==> config.mk <==
export PLATFORM = sky130hd
export DESIGN_NAME = two_sensor_dead_reckoning
export DESIGN_NICKNAME = d
export VERILOG_FILES = /design/src/tsdr_pkg.sv /design/src/two_sensor_dead_reckoning.sv
export SDC_FILE = /design/constraint.sdc
export NUM_CORES = 2
export LEC_CHECK = 0
export ABC_CLOCK_PERIOD_IN_PS = 9460
export BUFFER_PORTS_ARGS = -buffer_cell sky130_fd_sc_hd__clkbuf_2
export CORE_ASPECT_RATIO = 1.75
export CORE_MARGIN = 2
export CORE_UTILIZATION = 40
export CTS_BUF_LIST = sky130_fd_sc_hd__clkbuf_16
export CTS_CLUSTER_DIAMETER = 150
export DETAILED_ROUTE_END_ITERATION = 10
export MAX_ROUTING_LAYER = met4
export SYNTH_ARGS = -nofsm -noshare
export SYNTH_HDL_FRONTEND = slang
export SYNTH_SLANG_ARGS = --single-unit
==> constraint.sdc <==
create_clock -name clk -period 9.46 [get_ports clk]
set_input_delay 0.473 -clock clk [delete_from_list [all_inputs] [get_ports clk]]
set_output_delay 0.473 -clock clk [all_outputs]
set_load 0.005 [all_outputs]
==> src/tsdr_pkg.sv <==
// ----------------------------------------------------------------------------
// tsdr_pkg: shared definitions for the two-sensor dead-reckoning block
// Widths, reset values, the CORDIC arctangent table and the sequencer states.
// ----------------------------------------------------------------------------
package tsdr_pkg;

  localparam int CORDIC_STEPS = 16;          // legal range 8 .. 30
  localparam int CNT_W        = $clog2(CORDIC_STEPS);

  localparam int VALUE_W   = 16;
  localparam int GAIN_W    = 24;
  localparam int HEAD_W    = 32;
  localparam int POS_W     = 48;
  localparam int TRIG_W    = 34;             // Q2.30 with headroom
  localparam int ANG_W     = 33;             // CORDIC residual angle
  localparam int PROD_W    = VALUE_W + TRIG_W;
  localparam int FRAC_DROP = 14;             // Q.30 product down to Q.16
  localparam int INC_W     = PROD_W - FRAC_DROP;

  localparam logic [GAIN_W-1:0] TURN_GAIN_RESET = 24'd170891;
  localparam logic signed [TRIG_W-1:0] CORDIC_X0 = 34'sd652032874;
  localparam logic signed [PROD_W-1:0] ROUND_HALF = 50'sd8192;

  typedef logic signed [TRIG_W-1:0] trig_t;
  typedef logic signed [ANG_W-1:0]  ang_t;

  typedef enum logic [3:0] {
    S_IDLE,   // waiting for a request
    S_TURN,   // multiplier forms value * turn_gain
    S_HEAD,   // heading update
    S_PREP,   // quadrant reduction and CORDIC seed
    S_ROT,    // CORDIC micro-rotations
    S_QUAD,   // quadrant rotation, pick the trig term for each axis
    S_MULA,   // multiplier forms value * x term
    S_ACCX,   // x accumulate, multiplier forms value * y term
    S_ACCY,   // y accumulate
    S_PUB     // hand the pose to the output register
  } state_t;

  // Arctangent of 2^-i in binary-angle units, rounded to nearest.
  function automatic ang_t atan_brad(input logic [4:0] idx);
    ang_t a;
    case (idx)
      5'd0:  a = 33'sd536870912;
      5'd1:  a = 33'sd316933406;
      5'd2:  a = 33'sd167458907;
      5'd3:  a = 33'sd85004756;
      5'd4:  a = 33'sd42667331;
      5'd5:  a = 33'sd21354465;
      5'd6:  a = 33'sd10679838;
      5'd7:  a = 33'sd5340245;
      5'd8:  a = 33'sd2670163;
      5'd9:  a = 33'sd1335087;
      5'd10: a = 33'sd667544;
      5'd11: a = 33'sd333772;
      5'd12: a = 33'sd166886;
      5'd13: a = 33'sd83443;
      5'd14: a = 33'sd41722;
      5'd15: a = 33'sd20861;
      5'd16: a = 33'sd10430;
      5'd17: a = 33'sd5215;
      5'd18: a = 33'sd2608;
      5'd19: a = 33'sd1304;
      5'd20: a = 33'sd652;
      5'd21: a = 33'sd326;
      5'd22: a = 33'sd163;
      5'd23: a = 33'sd81;
      5'd24: a = 33'sd41;
      5'd25: a = 33'sd20;
      5'd26: a = 33'sd10;
      5'd27: a = 33'sd5;
      5'd28: a = 33'sd3;
      5'd29: a = 33'sd1;
      default: a = '0;
    endcase
    return a;
  endfunction

endpackage

==> src/two_sensor_dead_reckoning.sv <==
// ----------------------------------------------------------------------------
// two_sensor_dead_reckoning: pose integrator for two relative motion sensors
// Folds left/right forward and lateral motion counts into a heading and an
// x/y position, using an iterative CORDIC and one shared multiplier.
// ----------------------------------------------------------------------------
// Usage:
//   A request on the in_ channel carries one motion report: the sensor
//   (in_source), the axis (in_axis) and a signed count (in_value). It is taken
//   at a rising edge with in_valid high and in_stall low. Each request gives
//   exactly one result on the out_ channel: the updated pose (out_pos_x,
//   out_pos_y in Q32.16, out_heading as a 32-bit binary angle).
//   A new request is taken only after the previous result has gone to the
//   output register and the sequencer is back in idle. The CORDIC runs one
//   micro-rotation per cycle, and each request makes three passes through
//   the single shared multiplier (turn, x term, y term).
//   The result sits in an output register, so the next request is accepted
//   while it waits. If the receiver still stalls when the following result is
//   ready, the sequencer holds that result and keeps in_stall high until the
//   output register frees up.
//   turn_gain is written through cfg_we/cfg_wdata. The user must write it
//   only while the block is idle; the block itself does not enforce this.
//   Synchronous reset clears the pose to zero, reloads turn_gain with its
//   default and empties the output register.
// ----------------------------------------------------------------------------
module two_sensor_dead_reckoning (
  input  logic                                   clk,
  input  logic                                   rst_n,
  // request channel
  input  logic                                   in_valid,
  output logic                                   in_stall,
  input  logic                                   in_source,
  input  logic                                   in_axis,
  input  logic signed [tsdr_pkg::VALUE_W-1:0]    in_value,
  // result channel
  output logic                                   out_valid,
  input  logic                                   out_stall,
  output logic signed [tsdr_pkg::POS_W-1:0]      out_pos_x,
  output logic signed [tsdr_pkg::POS_W-1:0]      out_pos_y,
  output logic signed [tsdr_pkg::HEAD_W-1:0]     out_heading,
  // configuration
  input  logic                                   cfg_we,
  input  logic [tsdr_pkg::GAIN_W-1:0]            cfg_wdata
);
  import tsdr_pkg::*;

  // Multiplier B operand selection.
  typedef enum logic [1:0] {
    MB_GAIN,
    MB_TERM_A,
    MB_TERM_B
  } mul_sel_t;

  typedef struct packed {
    logic     accept;     // capture the request
    logic     mul_en;     // load the product register
    mul_sel_t mul_sel;
    logic     head_en;    // apply the turn to the heading
    logic     seed_en;    // quadrant reduction and CORDIC seed
    logic     rot_en;     // one CORDIC micro-rotation
    logic     quad_en;    // quadrant rotation into the trig terms
    logic     x_en;       // accumulate x
    logic     y_en;       // accumulate y
    logic     publish;    // load the output register
  } ctrl_t;

  state_t state_r, state_nxt;
  ctrl_t  ctl;

  logic [GAIN_W-1:0]         turn_gain_r;
  logic                      source_r, axis_r;
  logic signed [VALUE_W-1:0] value_r;

  logic [HEAD_W-1:0]         heading_r;
  logic signed [POS_W-1:0]   x_acc_r, y_acc_r;

  logic [1:0]                quad_r;
  logic [CNT_W-1:0]          cnt_r;
  trig_t                     cx_r, cy_r;
  ang_t                      cz_r;
  trig_t                     term_a_r, term_b_r;   // x term, y term
  logic signed [PROD_W-1:0]  prod_r;

  logic                      out_valid_r;
  logic signed [POS_W-1:0]   out_pos_x_r, out_pos_y_r;
  logic [HEAD_W-1:0]         out_heading_r;

  logic                      out_free;
  logic                      rot_last;

  assign out_free = !out_valid_r || !out_stall;
  assign rot_last = (cnt_r == CNT_W'(CORDIC_STEPS - 1));

  // --------------------------------------------------------------------------
  // Sequencer: next state
  // --------------------------------------------------------------------------
  always_comb begin
    state_nxt = state_r;
    case (state_r)
      S_IDLE: if (in_valid) state_nxt = S_TURN;
      S_TURN: state_nxt = S_HEAD;
      S_HEAD: state_nxt = S_PREP;
      S_PREP: state_nxt = S_ROT;
      S_ROT:  if (rot_last) state_nxt = S_QUAD;
      S_QUAD: state_nxt = S_MULA;
      S_MULA: state_nxt = S_ACCX;
      S_ACCX: state_nxt = S_ACCY;
      S_ACCY: state_nxt = S_PUB;
      S_PUB:  if (out_free) state_nxt = S_IDLE;
      default: state_nxt = S_IDLE;
    endcase
  end

  // --------------------------------------------------------------------------
  // Sequencer: control outputs
  // --------------------------------------------------------------------------
  always_comb begin
    ctl = '0;
    ctl.mul_sel = MB_GAIN;
    in_stall = 1'b1;
    case (state_r)
      S_IDLE: begin
        in_stall   = 1'b0;
        ctl.accept = in_valid;
      end
      S_TURN: begin
        ctl.mul_en  = 1'b1;
        ctl.mul_sel = MB_GAIN;
      end
      S_HEAD: ctl.head_en = 1'b1;
      S_PREP: ctl.seed_en = 1'b1;
      S_ROT:  ctl.rot_en  = 1'b1;
      S_QUAD: ctl.quad_en = 1'b1;
      S_MULA: begin
        ctl.mul_en  = 1'b1;
        ctl.mul_sel = MB_TERM_A;
      end
      S_ACCX: begin
        ctl.x_en    = 1'b1;
        ctl.mul_en  = 1'b1;
        ctl.mul_sel = MB_TERM_B;
      end
      S_ACCY: ctl.y_en = 1'b1;
      S_PUB:  ctl.publish = out_free;
      default: ctl = '0;
    endcase
  end

  // --------------------------------------------------------------------------
  // Shared multiplier: the count times the turn gain or a trig term.
  // --------------------------------------------------------------------------
  trig_t                    mul_b;
  logic signed [PROD_W-1:0] prod_nxt;

  always_comb begin
    case (ctl.mul_sel)
      MB_GAIN:   mul_b = trig_t'({{(TRIG_W - GAIN_W){1'b0}}, turn_gain_r});
      MB_TERM_A: mul_b = term_a_r;
      MB_TERM_B: mul_b = term_b_r;
      default:   mul_b = '0;
    endcase
  end

  assign prod_nxt = PROD_W'(value_r) * PROD_W'(mul_b);

  // Rounded position increment from the last product, and the saturating sums.
  logic signed [PROD_W-1:0] prod_rnd;
  logic signed [INC_W-1:0]  inc;
  logic signed [POS_W:0]    x_sum, y_sum;
  logic signed [POS_W-1:0]  x_sat, y_sat;

  assign prod_rnd = prod_r + ROUND_HALF;
  assign inc      = prod_rnd[PROD_W-1:FRAC_DROP];
  assign x_sum    = (POS_W+1)'(x_acc_r) + (POS_W+1)'(inc);
  assign y_sum    = (POS_W+1)'(y_acc_r) + (POS_W+1)'(inc);

  function automatic logic signed [POS_W-1:0] sat_pos(input logic signed [POS_W:0] s);
    logic signed [POS_W-1:0] r;
    if (s[POS_W] != s[POS_W-1])
      r = s[POS_W] ? {1'b1, {(POS_W-1){1'b0}}} : {1'b0, {(POS_W-1){1'b1}}};
    else
      r = s[POS_W-1:0];
    return r;
  endfunction

  assign x_sat = sat_pos(x_sum);
  assign y_sat = sat_pos(y_sum);

  // --------------------------------------------------------------------------
  // Heading update and quadrant reduction
  // --------------------------------------------------------------------------
  logic [HEAD_W-1:0] turn;
  logic [HEAD_W-1:0] head_bias;
  logic [1:0]        quad;
  logic [HEAD_W-1:0] resid;

  assign turn      = prod_r[HEAD_W-1:0];
  assign head_bias = heading_r + 32'h2000_0000;
  assign quad      = head_bias[HEAD_W-1:HEAD_W-2];
  assign resid     = heading_r - {quad, {(HEAD_W-2){1'b0}}};

  // --------------------------------------------------------------------------
  // CORDIC micro-rotation, one per cycle
  // --------------------------------------------------------------------------
  trig_t xs, ys;
  ang_t  step_ang;

  assign xs       = cx_r >>> cnt_r;
  assign ys       = cy_r >>> cnt_r;
  assign step_ang = atan_brad(5'(cnt_r));

  // Quadrant rotation applied to the CORDIC result.
  trig_t cos_v, sin_v;

  always_comb begin
    case (quad_r)
      2'd0: begin
        cos_v = cx_r;
        sin_v = cy_r;
      end
      2'd1: begin
        cos_v = -cy_r;
        sin_v = cx_r;
      end
      2'd2: begin
        cos_v = -cx_r;
        sin_v = -cy_r;
      end
      default: begin
        cos_v = cy_r;
        sin_v = -cx_r;
      end
    endcase
  end

  // --------------------------------------------------------------------------
  // Registers
  // --------------------------------------------------------------------------
  always_ff @(posedge clk) begin
    if (!rst_n) begin
      state_r     <= S_IDLE;
      turn_gain_r <= TURN_GAIN_RESET;
      heading_r   <= '0;
      x_acc_r     <= '0;
      y_acc_r     <= '0;
      out_valid_r <= 1'b0;
      cnt_r       <= '0;
    end else begin
      state_r <= state_nxt;
      if (cfg_we) begin
        turn_gain_r <= cfg_wdata;
      end
      if (ctl.head_en && !axis_r) begin
        heading_r <= source_r ? heading_r + turn : heading_r - turn;
      end
      if (ctl.x_en) begin
        x_acc_r <= x_sat;
      end
      if (ctl.y_en) begin
        y_acc_r <= y_sat;
      end
      if (ctl.seed_en) begin
        cnt_r <= '0;
      end else if (ctl.rot_en) begin
        cnt_r <= cnt_r + 1'b1;
      end
      if (ctl.publish) begin
        out_valid_r <= 1'b1;
      end else if (!out_stall) begin
        out_valid_r <= 1'b0;
      end
    end
  end

  // Datapath registers without reset.
  always_ff @(posedge clk) begin
    if (ctl.accept) begin
      source_r <= in_source;
      axis_r   <= in_axis;
      value_r  <= in_value;
    end
    if (ctl.mul_en) begin
      prod_r <= prod_nxt;
    end
    if (ctl.seed_en) begin
      quad_r <= quad;
      cx_r   <= CORDIC_X0;
      cy_r   <= '0;
      cz_r   <= ang_t'(signed'(resid));
    end else if (ctl.rot_en) begin
      if (!cz_r[ANG_W-1]) begin
        cx_r <= cx_r - ys;
        cy_r <= cy_r + xs;
        cz_r <= cz_r - step_ang;
      end else begin
        cx_r <= cx_r + ys;
        cy_r <= cy_r - xs;
        cz_r <= cz_r + step_ang;
      end
    end
    if (ctl.quad_en) begin
      // Forward motion uses (cos, sin); lateral motion uses (sin, cos).
      term_a_r <= axis_r ? sin_v : cos_v;
      term_b_r <= axis_r ? cos_v : sin_v;
    end
    if (ctl.publish) begin
      out_pos_x_r   <= x_acc_r;
      out_pos_y_r   <= y_acc_r;
      out_heading_r <= heading_r;
    end
  end

  assign out_valid   = out_valid_r;
  assign out_pos_x   = out_pos_x_r;
  assign out_pos_y   = out_pos_y_r;
  assign out_heading = signed'(out_heading_r);

`ifndef NO_ASSERTIONS
  // An accepted request always starts the turn multiply.
  a_accept_starts: assert property (@(posedge clk) disable iff (!rst_n)
    (in_valid && !in_stall) |=> (state_r == S_TURN))
    else $error("accepted request did not start the sequencer");

  // After its last rotation the CORDIC goes on to the quadrant step.
  a_rot_count: assert property (@(posedge clk) disable iff (!rst_n)
    (state_r == S_ROT && rot_last) |=> (state_r == S_QUAD))
    else $error("CORDIC did not end after the last step");

  // A lateral report never turns the heading.
  a_lateral_keeps_heading: assert property (@(posedge clk) disable iff (!rst_n)
    (state_r == S_HEAD && axis_r) |=> $stable(heading_r))
    else $error("lateral report changed the heading");

  // A new result only appears from the publish step.
  a_valid_from_publish: assert property (@(posedge clk) disable iff (!rst_n)
    $rose(out_valid_r) |-> ($past(state_r) == S_PUB))
    else $error("result raised outside the publish step");

  // The pose only moves while a request is being worked on.
  a_pose_idle_stable: assert property (@(posedge clk) disable iff (!rst_n)
    (state_r == S_IDLE) |=> ($stable(x_acc_r) && $stable(y_acc_r)))
    else $error("position changed while idle");
`endif

endmodule

==> results.cfg <==
[yosys]
synth_commonest_cells = nand2_1, inv_1, a21oi_1, fa_1, o21ai_0
syn-num-nets = 7702
syn_inst = 6774
synth_edf_count = 299
yosysWarnings = 0
synthFlopType = edfxtp_1
netlist_top_cells_area = fa_1, edfxtp_1, dfxtp_1
synthArstFlopShare_pct = 0
post-synth-top-count-cell = nand2_1
ys_ff_latch = 558
synth.distinct_cells = 96
synth_top_area_share_pct = 17.3
yosysTopAreaCell = fa_1
synth_seq_area_share_pct = 23.5
avgSynthCellArea_um2 = 8.89
netlist_area_um2 = 60200

[floorplanning]
die_y_um = 517
coreArea_um2 = 150000
die_x_um = 297
initial_core_util_pct = 40.2
die_area_um2 = 154000
ios = 177
num_rows = 188

[clock_network]
clock_path_buffers = 3
cts_made_buffers = 61
path_clk_slew_ns = 0.07
cts_tree = yes
cts_max_level = 2
clock_sinks = 558
post_cts_buffers = 0
cts-root-buf = clkbuf_16
clkLatencyLatePin_ns = 0.74

[detailed_routing]
vias = 50300
drcViolationCount = 0
drt-initial-drc-count = 3062
via_per_inst = 5.70
dr.pass1.iters = 6
drtAntennaViolNets = 0
routed_wirelength_mm = 204
wl_per_cell_um = 23.1

[layout]
finish.utilization_pct = 43.8
area_growth_syn_to_layout_pct = 8.93
drive_gt1_share_pct = 8.70
nNetsFinal = 7702

[run]
max-cap-violations = 1

[worst_hold_path]
hp-class = in -> reg

[grt]
grt_max_degree = 119
use_met1_pct = 25.5
grt_pass1_wl_mm = 308
use_met3_pct = 2.81
grt-busiest-layer = met2
track_usage_pct = 26.9
grt_pass1_vias = 52000
grt_remaining_overflow = 0
grt_antenna_before_repair = 8
grt_use_met2_pct = 50.1

[pwr]
p_per_area_nw_per_um2 = 375
p_leak_nw = 28.5
irDropWorstVdd_mv = 0.419

[placement]
dpl.hpwl_mm = 162
port_buffers = 176
place_congestion = 1.00

[critical_path]
setup.worst_path.class = reg -> reg
r2r_slack_ns = 0.56
path_max_fanout = 26
end_kind = flip-flop
crit_arrival_ns = 9.32
cp.required_ns = 9.88
start_kind = flip-flop

[outcome]
violations = max-capacitance violations, max-slew violations
run_status = finished, violations left

[timing]
finalClockSkew_ns = 0.0791
finalSetupTns_ns = 0
setup_viol = 0
fmax_ghz = 0.112
rsz0062_at_grt = no
max_slew_margin_pct = -0.969
worst_pin_slew_ns = 1.50
slew_violations = 3
period_needed_ns = 8.90
fin_crit_sh_pct = 94.1
final_hold_viol_count = 0
## path summary, 6_finish.rpt
check	to	cells past startpoint	start
setup / recovery	prod_r[48]$_DFFE_PP_	27	state_r[1]$_SDFFE_PN0P_
hold / removal	state_r[0]$_SDFFE_PN0P_	3	out_stall
setup reg to reg	prod_r[48]$_DFFE_PP_	27	state_r[1]$_SDFFE_PN0P_
hold reg to reg	out_pos_x[39]$_DFFE_PP_	0	x_acc_r[39]$_SDFFE_PN0N_
## critical path: stages (launching register included)
cell	delay (ns)
dfxtp_1	0.39
nand2_1	0.22
nor3_2	0.39
buf_4	0.37
a221o_1	0.55
and2_1	0.23
fa_1	0.42
inv_1	0.08
fa_1	0.43
fa_1	0.49
fa_1	0.55
inv_1	0.05
fa_1	0.47
inv_1	0.05
fa_1	0.47
inv_1	0.04
ha_1	0.36
and3_1	0.29
o2111ai_1	0.23
o211ai_1	0.41
a31oi_1	0.23
o21ai_0	0.42
a21oi_1	0.19
nor3b_1	0.19
o31ai_1	0.51
and3_1	0.30
o31ai_1	0.11
xnor2_1	0.13
## sequential cells by signal, indices dropped and copies added, names as in the netlist, 4 cells and up
| signal | count |
|---|---|
| out_pos_y | 48 |
| cy_r | 34 |
| prod_r | 50 |
| heading_r | 32 |
| cz_r | 33 |
| y_acc_r | 48 |
| step_ang | 30 |
| term_b_r | 34 |
| term_a_r | 34 |
| x_acc_r | 48 |
| cx_r | 34 |
| state_r | 4 |
| out_pos_x | 48 |
| turn_gain_r | 24 |
| value_r | 16 |
| out_heading | 32 |
| cnt_r | 4 |
## area by class of cell
| class | instances | area (µm²) |
|---|---|---|
| inverters | 704 | 2640 |
| clock inverters | 54 | 591 |
| fillers | 14700 | 84000 |
| clock buffers | 62 | 1550 |
| well taps | 1995 | 2500 |
| repair buffers | 330 | 2170 |
| diodes | 7 | 17.5 |
| flip-flops and latches | 558 | 14200 |
| multi-input cells | 5119 | 41900 |
## report_power, final
group	switching (mW)	internal [mW]	total, mW
registers	0.823	3.48	4.30
clock network	1.17	1.44	2.61
logic	10.7	7.02	17.7
## cells in the final DEF, fill, tap and decap left out, types with 175 or more instances in the layout
master    count
a21oi_1     542
and2_1      318
clkbuf_2    175
dfxtp_1     255
edfxtp_1    299
fa_1        520
ha_1        361
inv_1       708
nand2_1     741
nor2_1      340
o21ai_0     393
xnor2_1     252
xor2_1      197
## kinds of logic after synthesis
kind of cell | after synthesis | share of synthesized area, %
simple gates | 1944 | 15.7
fa+ha+maj | 924 | 25.5
compound gates | 1589 | 16.3
buf+inv | 1097 | 6.98
xor+xnor | 452 | 6.59
flops | 558 | 23.5
mux | 210 | 5.46
## stage by stage
stage | power, mW | hold slack [ns] | setup WS (ns) | cells | area [µm²]
floorplan | 16.5 | 0.431 | 1.52 | 6774 | 60200
global placement | 21.6 | 0.443 | 0.806 | 8664 | 63000
detailed placement | 22.0 | 0.445 | 0.701 | 8664 | 63000
CTS | 24.7 | 0.0268 | 0.600 | 8822 | 65600
global route | 26.5 | 0.0827 | 0.0281 | 8826 | 65600
finish | 24.6 | 0.0768 | 0.557 | 8829 | 65600
## routing by layer
layer,vias to the layer above,routed length (µm)
met5,-,0
met4,0,17800
met3,703,8190
met2,1550,108000
met1,24800,69200
li1,23200,-
## timing repair
action / CTS / global route
endpoints found under the hold margin: 42 / 0
gates resized for setup: 0 / 1
setup endpoints to repair: 0 / 1
hold buffers: 42 / 0
(Power assumes the default switching activity.)
